**config.mk**
```make
export PLATFORM = sky130hd
export DESIGN_NAME = rational_arith_unit
export DESIGN_NICKNAME = d
export VERILOG_FILES = /design/src/hw/rtl/rau_pkg.sv /design/src/hw/rtl/rau_div.sv /design/src/hw/rtl/rau_dp.sv /design/src/hw/rtl/rau_ctrl.sv /design/src/hw/rtl/rational_arith_unit.sv
export VERILOG_INCLUDE_DIRS = /design/src /design/src/hw/rtl
export SDC_FILE = /design/constraint.sdc
export NUM_CORES = 2
export LEC_CHECK = 0
export BUFFER_PORTS_ARGS = -buffer_cell sky130_fd_sc_hd__buf_2
export CORE_ASPECT_RATIO = 1.4
export CORE_MARGIN = 10
export CORE_UTILIZATION = 64
export CTS_BUF_LIST = sky130_fd_sc_hd__clkbuf_4 sky130_fd_sc_hd__clkbuf_8 sky130_fd_sc_hd__clkbuf_16
export CTS_CLUSTER_SIZE = 10
export DETAILED_ROUTE_END_ITERATION = 16
export GPL_TIMING_DRIVEN = 1
export HOLD_SLACK_MARGIN = 0.02
export PLACE_DENSITY = 0.82
export SLEW_MARGIN = 20
export SYNTH_ARGS = -nofsm -noshare
export SYNTH_HDL_FRONTEND = slang
export SYNTH_SLANG_ARGS = --single-unit
```
**constraint.sdc**
```tcl
create_clock -name clk -period 10.7 [get_ports clk]
set_input_delay 0.535 -clock clk [delete_from_list [all_inputs] [get_ports clk]]
set_output_delay 0.535 -clock clk [all_outputs]
set_load 0.1 [all_outputs]
```
**src/hw/rtl/assert_macros.svh**
```systemverilog
// Assertion helpers for the RTL.
`ifndef ASSERT_MACROS_SVH
`define ASSERT_MACROS_SVH

`ifndef SYNTHESIS

// expr holds at every clock edge out of reset
`define ASSERT_ALWAYS(lbl, clk, rst_n, expr) \
	lbl: assert property (@(posedge clk) disable iff (!rst_n) (expr)) \
		else $error("assertion failed");

// ante implies cons in the same cycle
`define ASSERT_IMPL(lbl, clk, rst_n, ante, cons) \
	lbl: assert property (@(posedge clk) disable iff (!rst_n) (ante) |-> (cons)) \
		else $error("assertion failed");

// ante implies cons in the next cycle
`define ASSERT_NEXT(lbl, clk, rst_n, ante, cons) \
	lbl: assert property (@(posedge clk) disable iff (!rst_n) (ante) |=> (cons)) \
		else $error("assertion failed");

`else

`define ASSERT_ALWAYS(lbl, clk, rst_n, expr)
`define ASSERT_IMPL(lbl, clk, rst_n, ante, cons)
`define ASSERT_NEXT(lbl, clk, rst_n, ante, cons)

`endif

`endif

```
**src/hw/rtl/rau_pkg.sv**
```systemverilog
`timescale 1ns / 1ps

package rau_pkg;

	localparam int OPERAND_WIDTH = 16;
	localparam int OPR_W = OPERAND_WIDTH + 1;  // reduced operand, -MIN/-1 needs one more bit
	localparam int MAG_W = 2 * OPERAND_WIDTH;  // magnitude of any intermediate value
	localparam int NUM_W = MAG_W + 1;
	localparam int DEN_W = MAG_W;
	localparam int CNT_W = $clog2(MAG_W + 1);

	localparam logic [1:0] MODE_ADD = 2'd0;
	localparam logic [1:0] MODE_SUB = 2'd1;
	localparam logic [1:0] MODE_MUL = 2'd2;
	localparam logic [1:0] MODE_DIV = 2'd3;

	typedef enum logic [3:0] {
		ST_IDLE,
		ST_LOAD,
		ST_EU_CHK,
		ST_EU_WAIT,
		ST_DN_WAIT,
		ST_DD_WAIT,
		ST_STORE,
		ST_MUL1,
		ST_MUL2,
		ST_MUL3,
		ST_COMB,
		ST_OUT
	} state_t;

	typedef enum logic [1:0] {
		PH_A,
		PH_B,
		PH_R
	} phase_t;

	typedef enum logic [1:0] {
		DS_REM,
		DS_NUM,
		DS_DEN
	} div_sel_t;

	typedef enum logic [1:0] {
		MS_P1,
		MS_P2,
		MS_P3
	} mul_sel_t;

	typedef struct packed {
		logic     load;
		logic     ld_pair;
		logic     pair_b;
		logic     div_start;
		div_sel_t div_sel;
		logic     div_short;
		logic     eu_step;
		logic     n_upd;
		logic     d_upd;
		logic     store_a;
		logic     store_b;
		logic     mul_en;
		mul_sel_t mul_sel;
		logic     combine;
		logic     out_write;
	} cmd_t;

	typedef struct packed {
		logic y_zero;
		logic div_done;
		logic out_busy;
	} stat_t;

endpackage

```
**src/hw/rtl/rau_div.sv**
```systemverilog
`timescale 1ns / 1ps
`include "assert_macros.svh"

module rau_div import rau_pkg::*; (
	input  logic                    clk,
	input  logic                    arst_n,
	input  logic                    start,
	input  logic                    short_op,
	input  logic signed [NUM_W-1:0] dividend,
	input  logic signed [NUM_W-1:0] divisor,
	output logic                    done,
	output logic signed [NUM_W-1:0] quo,
	output logic signed [NUM_W-1:0] rem
);

	logic             busy_q;
	logic             done_q;
	logic [CNT_W-1:0] cnt_q;
	logic [MAG_W-1:0] rem_q;
	logic [MAG_W-1:0] quo_q;
	logic [MAG_W-1:0] dvs_q;
	logic             sq_q;
	logic             sr_q;

	logic [NUM_W-1:0] dvd_abs;
	logic [NUM_W-1:0] dvs_abs;
	logic [MAG_W:0]   shifted;
	logic [MAG_W:0]   trial;
	logic signed [NUM_W-1:0] qext;
	logic signed [NUM_W-1:0] rext;

	assign dvd_abs = dividend[NUM_W-1] ? -dividend : dividend;
	assign dvs_abs = divisor[NUM_W-1] ? -divisor : divisor;
	assign shifted = {rem_q, quo_q[MAG_W-1]};
	assign trial   = shifted - {1'b0, dvs_q};

	always_ff @(posedge clk or negedge arst_n) begin
		if (!arst_n) begin
			busy_q <= 1'b0;
			done_q <= 1'b0;
			cnt_q  <= '0;
		end else begin
			done_q <= 1'b0;
			if (start) begin
				busy_q <= 1'b1;
				cnt_q  <= short_op ? CNT_W'(OPERAND_WIDTH) : CNT_W'(MAG_W);
			end else if (busy_q) begin
				cnt_q <= cnt_q - 1'b1;
				if (cnt_q == CNT_W'(1)) begin
					busy_q <= 1'b0;
					done_q <= 1'b1;
				end
			end
		end
	end

	// restoring divide on magnitudes, one quotient bit per cycle
	always_ff @(posedge clk) begin
		if (start) begin
			rem_q <= '0;
			// short words fit the low half; left-align them to skip zero bits
			quo_q <= short_op ? (dvd_abs[MAG_W-1:0] << OPERAND_WIDTH) : dvd_abs[MAG_W-1:0];
			dvs_q <= dvs_abs[MAG_W-1:0];
			sq_q  <= dividend[NUM_W-1] ^ divisor[NUM_W-1];
			sr_q  <= dividend[NUM_W-1];
		end else if (busy_q) begin
			if (!trial[MAG_W]) begin
				rem_q <= trial[MAG_W-1:0];
				quo_q <= {quo_q[MAG_W-2:0], 1'b1};
			end else begin
				rem_q <= shifted[MAG_W-1:0];
				quo_q <= {quo_q[MAG_W-2:0], 1'b0};
			end
		end
	end

	// truncating semantics: quotient sign is the xor, remainder follows the dividend
	assign qext = {1'b0, quo_q};
	assign rext = {1'b0, rem_q};
	assign quo  = sq_q ? -qext : qext;
	assign rem  = sr_q ? -rext : rext;
	assign done = done_q;

	`ASSERT_ALWAYS(a_no_restart, clk, arst_n, !(start && busy_q))
	`ASSERT_IMPL(a_nonzero_divisor, clk, arst_n, start, divisor != '0)
	`ASSERT_NEXT(a_start_busy, clk, arst_n, start, busy_q)
	`ASSERT_IMPL(a_done_after_busy, clk, arst_n, done_q, $past(busy_q) && !busy_q)

endmodule

```
**src/hw/rtl/rau_dp.sv**
```systemverilog
`timescale 1ns / 1ps

module rau_dp import rau_pkg::*; (
	input  logic                            clk,
	input  logic                            arst_n,
	input  cmd_t                            cmd,
	output stat_t                           stat,
	input  logic [1:0]                      mode,
	input  logic signed [OPERAND_WIDTH-1:0] a_num,
	input  logic signed [OPERAND_WIDTH-1:0] a_den,
	input  logic signed [OPERAND_WIDTH-1:0] b_num,
	input  logic signed [OPERAND_WIDTH-1:0] b_den,
	input  logic                            out_stall,
	output logic                            out_valid,
	output logic signed [NUM_W-1:0]         res_num,
	output logic signed [DEN_W-1:0]         res_den,
	output logic                            div_zero,
	output logic                            den_fixed
);

	localparam logic signed [OPR_W-1:0] OPR_ONE = {{(OPR_W-1){1'b0}}, 1'b1};
	localparam logic signed [NUM_W-1:0] NUM_ONE = {{(NUM_W-1){1'b0}}, 1'b1};

	logic [1:0]              mode_q;
	logic                    fix_q;
	logic                    dz_q;
	logic signed [OPR_W-1:0] an_q, ad_q, bn_q, bd_q;
	logic signed [NUM_W-1:0] n_q, d_q, x_q, y_q;
	logic signed [MAG_W-1:0] p1_q, p2_q, p3_q;

	logic                    out_valid_q;
	logic signed [NUM_W-1:0] res_num_q;
	logic signed [DEN_W-1:0] res_den_q;
	logic                    div_zero_q;
	logic                    den_fixed_q;

	logic signed [OPR_W-1:0]   src_n, src_d;
	logic signed [NUM_W-1:0]   src_n_x, src_d_x;
	logic signed [NUM_W-1:0]   dvd, dvs;
	logic signed [NUM_W-1:0]   div_quo, div_rem;
	logic                      div_done;
	logic signed [OPR_W-1:0]   ma, mb;
	logic signed [2*OPR_W-1:0] prod;
	logic signed [NUM_W-1:0]   p1_x, p2_x, p3_x;
	logic signed [NUM_W-1:0]   nv, dv, dv_raw;
	logic                      b_zero;

	assign src_n   = cmd.pair_b ? bn_q : an_q;
	assign src_d   = cmd.pair_b ? bd_q : ad_q;
	assign src_n_x = {{(NUM_W-OPR_W){src_n[OPR_W-1]}}, src_n};
	assign src_d_x = {{(NUM_W-OPR_W){src_d[OPR_W-1]}}, src_d};

	always_comb begin
		case (cmd.div_sel)
			DS_REM: begin
				dvd = x_q;
				dvs = y_q;
			end
			DS_NUM: begin
				dvd = n_q;
				dvs = x_q;
			end
			DS_DEN: begin
				dvd = d_q;
				dvs = x_q;
			end
			default: begin
				dvd = x_q;
				dvs = y_q;
			end
		endcase
	end

	rau_div u_div (
		.clk      (clk),
		.arst_n   (arst_n),
		.start    (cmd.div_start),
		.short_op (cmd.div_short),
		.dividend (dvd),
		.divisor  (dvs),
		.done     (div_done),
		.quo      (div_quo),
		.rem      (div_rem)
	);

	always_comb begin
		case (cmd.mul_sel)
			MS_P1: begin
				ma = an_q;
				mb = (mode_q == MODE_MUL) ? bn_q : bd_q;
			end
			MS_P2: begin
				ma = bn_q;
				mb = ad_q;
			end
			MS_P3: begin
				ma = ad_q;
				mb = (mode_q == MODE_DIV) ? bn_q : bd_q;
			end
			default: begin
				ma = an_q;
				mb = bd_q;
			end
		endcase
	end

	assign prod = ma * mb;

	assign p1_x   = {p1_q[MAG_W-1], p1_q};
	assign p2_x   = {p2_q[MAG_W-1], p2_q};
	assign p3_x   = {p3_q[MAG_W-1], p3_q};
	assign b_zero = (bn_q == '0);

	always_comb begin
		dv_raw = p3_x;
		case (mode_q)
			MODE_ADD: nv = p1_x + p2_x;
			MODE_SUB: nv = p1_x - p2_x;
			MODE_MUL: nv = p1_x;
			MODE_DIV: begin
				if (b_zero) begin
					nv     = {{(NUM_W-OPR_W){an_q[OPR_W-1]}}, an_q};
					dv_raw = {{(NUM_W-OPR_W){ad_q[OPR_W-1]}}, ad_q};
				end else begin
					nv = p1_x;
				end
			end
			default: nv = p1_x;
		endcase
		dv = (dv_raw == '0) ? NUM_ONE : dv_raw;
	end

	always_ff @(posedge clk) begin
		if (cmd.load) begin
			mode_q <= mode;
			fix_q  <= (a_den == '0) || (b_den == '0);
			an_q   <= {a_num[OPERAND_WIDTH-1], a_num};
			ad_q   <= (a_den == '0) ? OPR_ONE : {a_den[OPERAND_WIDTH-1], a_den};
			bn_q   <= {b_num[OPERAND_WIDTH-1], b_num};
			bd_q   <= (b_den == '0) ? OPR_ONE : {b_den[OPERAND_WIDTH-1], b_den};
		end else begin
			if (cmd.store_a) begin
				an_q <= n_q[OPR_W-1:0];
				ad_q <= d_q[OPR_W-1:0];
			end
			if (cmd.store_b) begin
				bn_q <= n_q[OPR_W-1:0];
				bd_q <= d_q[OPR_W-1:0];
			end
		end

		if (cmd.ld_pair) begin
			n_q <= src_n_x;
			d_q <= src_d_x;
			x_q <= src_n_x;
			y_q <= src_d_x;
		end else if (cmd.combine) begin
			n_q  <= nv;
			d_q  <= dv;
			x_q  <= nv;
			y_q  <= dv;
			dz_q <= (mode_q == MODE_DIV) && b_zero;
		end else begin
			if (cmd.eu_step) begin
				x_q <= y_q;
				y_q <= div_rem;
			end
			if (cmd.n_upd)
				n_q <= div_quo;
			if (cmd.d_upd)
				d_q <= div_quo;
		end

		if (cmd.mul_en) begin
			case (cmd.mul_sel)
				MS_P1: p1_q <= prod[MAG_W-1:0];
				MS_P2: p2_q <= prod[MAG_W-1:0];
				MS_P3: p3_q <= prod[MAG_W-1:0];
				default: p1_q <= prod[MAG_W-1:0];
			endcase
		end

		if (cmd.out_write) begin
			res_num_q   <= n_q;
			res_den_q   <= d_q[DEN_W-1:0];
			div_zero_q  <= dz_q;
			den_fixed_q <= fix_q;
		end
	end

	always_ff @(posedge clk or negedge arst_n) begin
		if (!arst_n) begin
			out_valid_q <= 1'b0;
		end else if (cmd.out_write) begin
			out_valid_q <= 1'b1;
		end else if (!out_stall) begin
			out_valid_q <= 1'b0;
		end
	end

	assign stat.y_zero   = (y_q == '0);
	assign stat.div_done = div_done;
	assign stat.out_busy = out_valid_q && out_stall;

	assign out_valid = out_valid_q;
	assign res_num   = res_num_q;
	assign res_den   = res_den_q;
	assign div_zero  = div_zero_q;
	assign den_fixed = den_fixed_q;

endmodule

```
**src/hw/rtl/rau_ctrl.sv**
```systemverilog
`timescale 1ns / 1ps

module rau_ctrl import rau_pkg::*; (
	input  logic  clk,
	input  logic  arst_n,
	input  logic  in_valid,
	output logic  in_stall,
	input  stat_t stat,
	output cmd_t  cmd
);

	state_t state_q, state_d;
	phase_t phase_q, phase_d;

	always_ff @(posedge clk or negedge arst_n) begin
		if (!arst_n) begin
			state_q <= ST_IDLE;
			phase_q <= PH_A;
		end else begin
			state_q <= state_d;
			phase_q <= phase_d;
		end
	end

	assign in_stall = (state_q != ST_IDLE);

	always_comb begin
		state_d       = state_q;
		phase_d       = phase_q;
		cmd           = '0;
		cmd.pair_b    = (phase_q == PH_B);
		cmd.div_short = (phase_q != PH_R);
		case (state_q)
			ST_IDLE: begin
				if (in_valid) begin
					cmd.load = 1'b1;
					phase_d  = PH_A;
					state_d  = ST_LOAD;
				end
			end
			ST_LOAD: begin
				cmd.ld_pair = 1'b1;
				state_d     = ST_EU_CHK;
			end
			ST_EU_CHK: begin
				cmd.div_start = 1'b1;
				if (stat.y_zero) begin
					// x holds the divisor; reduce the numerator first
					cmd.div_sel = DS_NUM;
					state_d     = ST_DN_WAIT;
				end else begin
					cmd.div_sel = DS_REM;
					state_d     = ST_EU_WAIT;
				end
			end
			ST_EU_WAIT: begin
				if (stat.div_done) begin
					cmd.eu_step = 1'b1;
					state_d     = ST_EU_CHK;
				end
			end
			ST_DN_WAIT: begin
				if (stat.div_done) begin
					cmd.n_upd     = 1'b1;
					cmd.div_start = 1'b1;
					cmd.div_sel   = DS_DEN;
					state_d       = ST_DD_WAIT;
				end
			end
			ST_DD_WAIT: begin
				if (stat.div_done) begin
					cmd.d_upd = 1'b1;
					state_d   = ST_STORE;
				end
			end
			ST_STORE: begin
				case (phase_q)
					PH_A: begin
						cmd.store_a = 1'b1;
						phase_d     = PH_B;
						state_d     = ST_LOAD;
					end
					PH_B: begin
						cmd.store_b = 1'b1;
						state_d     = ST_MUL1;
					end
					default: state_d = ST_OUT;
				endcase
			end
			ST_MUL1: begin
				cmd.mul_en  = 1'b1;
				cmd.mul_sel = MS_P1;
				state_d     = ST_MUL2;
			end
			ST_MUL2: begin
				cmd.mul_en  = 1'b1;
				cmd.mul_sel = MS_P2;
				state_d     = ST_MUL3;
			end
			ST_MUL3: begin
				cmd.mul_en  = 1'b1;
				cmd.mul_sel = MS_P3;
				state_d     = ST_COMB;
			end
			ST_COMB: begin
				cmd.combine = 1'b1;
				phase_d     = PH_R;
				state_d     = ST_EU_CHK;
			end
			ST_OUT: begin
				if (!stat.out_busy) begin
					cmd.out_write = 1'b1;
					state_d       = ST_IDLE;
				end
			end
			default: state_d = ST_IDLE;
		endcase
	end

endmodule

```
**src/hw/rtl/rational_arith_unit.sv**
```systemverilog
`timescale 1ns / 1ps

// Exact fraction arithmetic: res = a op b, reduced, op = add/sub/mul/div by mode.
// Input channel: in_valid/in_stall with mode, a_num, a_den, b_num, b_den. One word
//   is taken at a time; in_stall is high from the cycle after acceptance until the
//   result has been placed in the output register.
// Output channel: out_valid/out_stall with res_num, res_den, div_zero, den_fixed.
//   The result sits in an output register; a new input word is accepted while it
//   waits. If the receiver still stalls when the next result is ready, the
//   controller holds that result internally until the output register frees up.
// Schedule: three reductions run in turn on one shared radix-2 divider. Each Euclid
//   remainder step is one division; the two operand reductions use the short
//   16-bit divide and the result reduction the full 32-bit one. Each reduction
//   ends with two exact divisions of numerator and denominator by the gcd, and an
//   operand reduction is then stored back. Each operand reduction follows an operand
//   load; the three products and the combine come before the result reduction. The
//   divider sets the rate: the next word is taken the cycle after the result is
//   registered.
// Reset (arst_n low) empties the pipeline: out_valid drops and the unit goes idle.

module rational_arith_unit import rau_pkg::*; (
	input  logic                            clk,
	input  logic                            arst_n,
	input  logic                            in_valid,
	output logic                            in_stall,
	input  logic [1:0]                      mode,
	input  logic signed [OPERAND_WIDTH-1:0] a_num,
	input  logic signed [OPERAND_WIDTH-1:0] a_den,
	input  logic signed [OPERAND_WIDTH-1:0] b_num,
	input  logic signed [OPERAND_WIDTH-1:0] b_den,
	output logic                            out_valid,
	input  logic                            out_stall,
	output logic signed [NUM_W-1:0]         res_num,
	output logic signed [DEN_W-1:0]         res_den,
	output logic                            div_zero,
	output logic                            den_fixed
);

	cmd_t  cmd;
	stat_t stat;

	rau_ctrl u_ctrl (
		.clk      (clk),
		.arst_n   (arst_n),
		.in_valid (in_valid),
		.in_stall (in_stall),
		.stat     (stat),
		.cmd      (cmd)
	);

	rau_dp u_dp (
		.clk       (clk),
		.arst_n    (arst_n),
		.cmd       (cmd),
		.stat      (stat),
		.mode      (mode),
		.a_num     (a_num),
		.a_den     (a_den),
		.b_num     (b_num),
		.b_den     (b_den),
		.out_stall (out_stall),
		.out_valid (out_valid),
		.res_num   (res_num),
		.res_den   (res_den),
		.div_zero  (div_zero),
		.den_fixed (den_fixed)
	);

endmodule
```
# Yosys cells after proc, flatten, opt, wreduce, memory -nomap -nowiden
# Cells that the tools add are included.
totals:
  reg_bits: 480
  word_cells: 181
  output_inout_bits: 69
op_classes:
  n_bitwise: 3
  mux: 83
  add_sub_neg: 8
  reduce_logical: 29
  n_mul: 1
  eq_ne: 28
ops:
  columns: ["operator", "count"]
  rows:
  - ["$mux W33", 19]
  - ["$mux W17", 14]
  - ["$mux W32", 6]
  - ["$pmux W33 S4", 1]
  - ["$logic_not A33 Y1", 2]
  - ["$neg A32 Y33", 2]
  - ["$pmux W33 S2", 1]
  - ["$neg A32 Y32", 2]
  - ["$pmux W17 S3", 1]
  - ["$pmux W4 S11", 1]
  - ["$pmux W17 S2", 1]
  - ["$add A32 B32 Y33", 1]
  - ["$sub A32 B32 Y33", 1]
  - ["$sub A33 B32 Y33", 1]
  - ["$logic_not A16 Y1", 2]
  - ["$mul A17 B17 Y32", 1]
  - ["$mux W1", 22]
  - ["$mux W4", 5]
  - ["$mux W6", 3]
  - ["$logic_not A17 Y1", 1]
  - ["$eq A4 B3 Y1 const B", 4]
  - ["$eq A4 B4 Y1 const B", 4]
  - ["$reduce_bool A3 Y1", 4]
  - ["$pmux W3 S3", 1]
  - ["25 further kinds", 52]

# Longest topological paths before layout
depth:
  word_depth: 9
  ltp_mapped: 36
  ltp_nobuf: 33

# Modules after synthesis
# A second synthesis with hierarchy kept.
hier_totals:
  cells_unflattened: 4042
  hier_area_um2: 39075.0
modules_own_cells:
  columns: ["mod", "area_per_inst_um2", "seq_area_each_um2", "instances", "cells_per_inst"]
  rows:
  - ["rau_dp", 29861.1, 11045.6, 1, 2937]
  - ["rau_div", 8659.6, 2822.7, 1, 1027]
  - ["rau_ctrl", 554.3, 150.1, 1, 78]

# Least setup slack after synthesis
# OpenSTA, ideal clock, no wires.
synth_timing:
  path_kind: "reg-to-reg"
  from: "register u_ctrl.state_q[3]"
  to: "register u_dp.p1_q[30], data pin"
  stages_incl_launch_ff: 35
  required_ns: 10.454
  slack_ns: 2.402
  synth_period_minus_slack_ns: 8.298
  n_path_buf: 4
  arrival_ns: 8.051
  cell_sequence: "dfrtp_1 > inv_1 > nor2_1 > nand2_1 > inv_1 > ha_1 > clkbuf_1 > mux2i_1 > nor2b_1 > clkbuf_1 > clkbuf_1 > a22oi_1 > o21ai_0 > clkbuf_1 > nand2_1 > fa_1 > inv_1 > fa_1 > fa_1 > fa_1 > fa_1 > inv_1 > fa_1 > inv_1 > ha_1 > a21o_1 > a21o_1 > a21o_1 > o21a_1 > nor2_1 > a2bb2oi_1 > o31a_1 > nor4b_1 > nor2_1 > o311ai_0"
synth_via:
  elab_chain_len: 5
synth_lines:
  columns: ["item", "line", "source"]
  rows:
  - ["start: declaration", "rau_ctrl.sv:12", "state_t state_q, state_d;"]
  - ["start signal: assignment", "rau_ctrl.sv:20", "state_q <= state_d;"]
  - ["$eq A4 B4 Y1 / $eq A4 B3 Y1 (equally long branches)", "rau_ctrl.sv:33", "case (state_q)"]
  - ["$pmux W3 S3 (*)", "rau_ctrl.sv:33", null]
  - ["$eq A2 B2 Y1 (tied with other cells)", "rau_dp.sv:87", "case (cmd.mul_sel)"]
  - ["$pmux W17 S3 / $pmux W17 S2 (equally long branches)", "rau_dp.sv:87", null]
  - ["$mul A17 B17 Y32 (*)", "rau_dp.sv:107", "assign prod = ma * mb;"]
  - ["net u_dp.prod[30]", "rau_dp.sv:43", "logic signed [2*OPR_W-1:0] prod;"]
  - ["end signal: assignment", "rau_dp.sv:176", "MS_P1: p1_q <= prod[MAG_W-1:0];"]
  - ["end signal: assignment", "rau_dp.sv:179", "default: p1_q <= prod[MAG_W-1:0];"]
  - ["end: declaration", "rau_dp.sv:29", "logic signed [MAG_W-1:0] p1_q, p2_q, p3_q;"]
# Mark *: on every way through the listed nets, which the timed path passes. The rest lies on a longest branch.
# A chain may end at the register's enable or synchronous reset.

# Worst setup path in the final report
# Ends and elaborated chain as after synthesis.

==> impl_metrics.py <==
metrics = {
    "clocking": {
        "clkSlewWorstSetupHoldPaths_ns": 0.06,
        "clock_latency_ns": 0.59,
        "cts_inserted_buffers": 54,
        "clock_tree.root_cell": "sky130_fd_sc_hd__clkbuf_16",
        "total_clock_sinks": 480,
        "clock_path_buffers": 3,
        "cts_tree": "built",
        "clock_tree.htree_level_count": 2,
    },
    "worst_setup_path": {
        "critical_path_class": "reg -> reg",
        "critical_path.max_stage_delay_ns": 0.97,
        "worstPathMaxFanout": 29,
        "worstRegToRegCells": 28,
        "rrSetupSlack_ns": 1.01,
        "required_ns": 11.01,
        "worst-endpoint-arrival_ns": 9.99,
        "start_kind": "flip-flop",
        "timing.rr.end": "u_dp.p1_q[30]",
        "worstReg2RegStart": "u_ctrl.state_q[3]",
        "critical_path_sink_type": "flip-flop",
        "worst_path_most_repeated_cell": "sky130_fd_sc_hd__fa_1",
        "critPathSlowestCell": "sky130_fd_sc_hd__ha_1",
    },
    "place": {
        "numPortBuffers": 138,
        "finalWeightedCongestion": 1.12,
        "placedInstanceArea_um2": 39600,
        "place_hpwl_um": 98600,
    },
    "sta": {
        "max_freq_mhz": 103,
        "rsz0062_at_grt": "no",
        "setup-violations-final": 0,
        "slew_headroom": 0.195,
        "tightestPinTransition_ns": 1.21,
        "final.min_clock_period_ns": 9.69,
        "timing.final.max_slew_violations": 0,
        "report.final.hold_viol_count": 0,
        "fin_crit_sh": 0.905,
        "fin_tns_setup_ns": 0,
        "clock_skew_ns": 0.0223,
    },
    "worst_hold_path": {
        "hold_end": "u_dp.mode_q[0]",
        "hold_path_class": "in -> reg",
        "min_path_cells": 1,
        "hold_crit_start": "mode[0]",
    },
    "layout": {
        "area_used_by_multi_input_combinational_logic_um2": 22200,
        "fillers": 4505,
        "layout.cell_area.non_filler_um2": 41300,
        "mostFrequentLayoutCell": "sky130_fd_sc_hd__nand2_1",
        "fin_nets": 4588,
        "layout-drive-gt1-share": 0.0844,
        "most-common-layout-cells": "sky130_fd_sc_hd__nand2_1 (636), sky130_fd_sc_hd__edfxtp_1 (433), sky130_fd_sc_hd__inv_1 (368)",
        "syn_to_final_growth_pct": 8.32,
        "layout.area.seq_um2": 14000,
    },
    "yosys": {
        "post_synth.cell_area_avg_um2": 9.54,
        "ys_ff_latch": 480,
        "ys_async_sr_fraction": 0.0313,
        "yosysWarnings": 0,
        "post_syn_area_um2": 38100,
        "synth.lib_cells_used.distinct": 82,
        "netlist_instances": 3995,
        "postSynthNetCount": 4511,
        "synth_enable_flop_cells": 433,
        "synthFlopType": "sky130_fd_sc_hd__edfxtp_1",
        "synth_seq_area_share": 0.368,
    },
    "global_route": {
        "maximum_number_of_pins_on_one_net_before_global_route_repair": 68,
        "grt_usage": 0.364,
        "grt_overflow": 0,
        "grt_first_pass_wirelength_um": 190000,
        "first_global_vias": 32000,
        "antenna_found_initial": 3,
    },
    "routing": {
        "routed_wire_length_um": 127000,
        "routed_wire_length_per_instance_um": 26.2,
        "drc": 0,
        "detail_route.first_pass.iterations": 7,
        "drt_iter0_drc": 3919,
        "antenna_nets_post_route": 0,
        "post_drt_via_cell_ratio": 6.57,
        "via_count": 31800,
    },
    "die": {
        "die_h_um": 309,
        "floorplan.initialDensity": 0.648,
        "placementRows": 105,
        "placeableCoreArea_um2": 58900,
        "fp.dieW_um": 226,
        "boundaryPins": 139,
        "fp.dieArea_um2": 69900,
    },
    "status": {
        "run_status": "complete, no violations",
    },
    "power": {
        "cellLeakagePower_nw": 17.9,
        "irDropWorstVdd_uv": 106,
        "power_density_nw_per_um2": 91.4,
    },
    "flow_run": {
        "max-cap-violations": 0,
    },
}
## cell usage after synthesis, types with 28 or more instances
master	instances	share of area
sky130_fd_sc_hd__nand2_1	636	0.063
sky130_fd_sc_hd__edfxtp_1	433	0.34
sky130_fd_sc_hd__inv_1	369	0.036
sky130_fd_sc_hd__nor2_1	341	0.034
sky130_fd_sc_hd__fa_1	284	0.15
sky130_fd_sc_hd__a21oi_1	260	0.034
sky130_fd_sc_hd__o21ai_0	231	0.030
sky130_fd_sc_hd__ha_1	162	0.053
sky130_fd_sc_hd__xnor2_1	148	0.034
sky130_fd_sc_hd__clkbuf_1	123	0.012
sky130_fd_sc_hd__xor2_1	93	0.021
sky130_fd_sc_hd__mux2i_1	86	0.023
sky130_fd_sc_hd__a21o_1	65	0.013
sky130_fd_sc_hd__nor3_1	58	0.0076
sky130_fd_sc_hd__nand3_1	51	0.0067
sky130_fd_sc_hd__a22oi_1	44	0.0087
sky130_fd_sc_hd__o21a_1	41	0.0081
sky130_fd_sc_hd__nor2b_1	38	0.0062
sky130_fd_sc_hd__nor4_1	36	0.0059
sky130_fd_sc_hd__dfxtp_1	32	0.017
sky130_fd_sc_hd__buf_1	28	0.0028
sky130_fd_sc_hd__nand2b_1	28	0.0046
## sequential cells by signal (all words and copies together) (netlist names), 6 cells and up
register,count
u_dp.ad_q,17
u_dp.p2_q,32
u_dp.n_q,33
u_dp.p3_q,32
u_dp.u_div.quo_q,32
u_dp.u_div.cnt_q,6
u_dp.u_div.dvs_q,32
u_dp.bn_q,17
u_dp.res_num,33
u_dp.x_q,33
u_dp.u_div.rem_q,32
u_dp.p1_q,32
u_dp.d_q,33
u_dp.res_den,32
u_dp.y_q,33
u_dp.bd_q,17
u_dp.an_q,17
## cell type report
cell class                      count  area share
Clock inverter                      2    0.000212
Sequential cell                   480       0.339
Clock buffer                       81      0.0390
Multi-Input combinational cell   2969       0.537
Antenna cell                        3    0.000182
Tap cell                          749      0.0227
Timing Repair Buffer              194      0.0279
Inverter                          373      0.0339
## worst max-delay path by stage
stage	start	to	slack, ns
after detailed placement	u_ctrl.state_q[0]	u_dp.p1_q[30]	1.17
after global routing	u_ctrl.state_q[0]	u_dp.p1_q[30]	0.28
after global placement	u_ctrl.state_q[0]	u_dp.p1_q[30]	1.20
after floorplan	u_ctrl.state_q[3]	u_dp.p1_q[30]	2.40
after CTS	u_ctrl.state_q[0]	u_dp.p1_q[30]	1.13
final	u_ctrl.state_q[3]	u_dp.p1_q[30]	1.01
## critical path: cells and delay by family (launching register included)
family | cells | cell delay [ns]
AO/OA/AOI/OAI | 8 | 2.48
flip-flops | 1 | 0.56
buffers and inverters | 5 | 0.64
adder cells (fa/ha/maj) | 8 | 4.28
AND/OR/NAND/NOR | 7 | 1.43
## metrics by stage
stage	worst slack (ns)	hold WS (ns)	total power (W)	util	instances
4_1_cts	1.13	0.119	0.00378	0.700	4846
6_report	1.01	0.124	0.00378	0.702	4851
5_1_grt	0.280	0.133	0.00385	0.702	4848
3_5_place_dp	1.17	0.429	0.00207	0.673	4762
3_3_place_gp	1.20	0.413	0.00207	0.673	4762
2_1_floorplan	2.40	0.239	0.00205	-	3995
## logic make-up (layout without fill, tap and decap cells)
kind of cell | count (synthesis) | in the layout | share of synthesized area
and+or+nand+nor | 1332 | 1332 | 0.155
AOI/OAI and AO/OA | 857 | 857 | 0.141
buffers and inverters | 546 | 650 | 0.0546
DFF | 480 | 480 | 0.368
adders and majority gates | 446 | 446 | 0.202
xor gates and xnor gates | 241 | 241 | 0.0554
muxes | 93 | 93 | 0.0246
other | 0 | 3 | 0
## where the power goes
part	total (W)	leakage, nW	internal (W)	switching [W]
combinational	0.0000193	12.7	0.00000978	0.00000951
sequential	0.00201	4.40	0.00201	0.0000000000000000000136
clock	0.00174	0.821	0.00102	0.000718
## layer usage
| layer | GRT usage | wire length [um] | vias to the layer above |
|---|---|---|---|
| met5 | 0 | 0 | - |
| li1 | - | - | 13900 |
| met4 | 0.315 | 13500 | 0 |
| met1 | 0.384 | 39900 | 15300 |
| met2 | 0.613 | 61600 | 2006 |
| met3 | 0.0754 | 12300 | 659 |
## timing repair
action / 4_1_cts / 5_1_grt
setup endpoints to repair: 0 / 0
setup buffers: 0 / 0
gates resized for setup: 0 / 0
hold buffers: 1 / 0
endpoints found under the hold margin: 15 / 0
No activity file was read; power rests on OpenSTA's default activity.
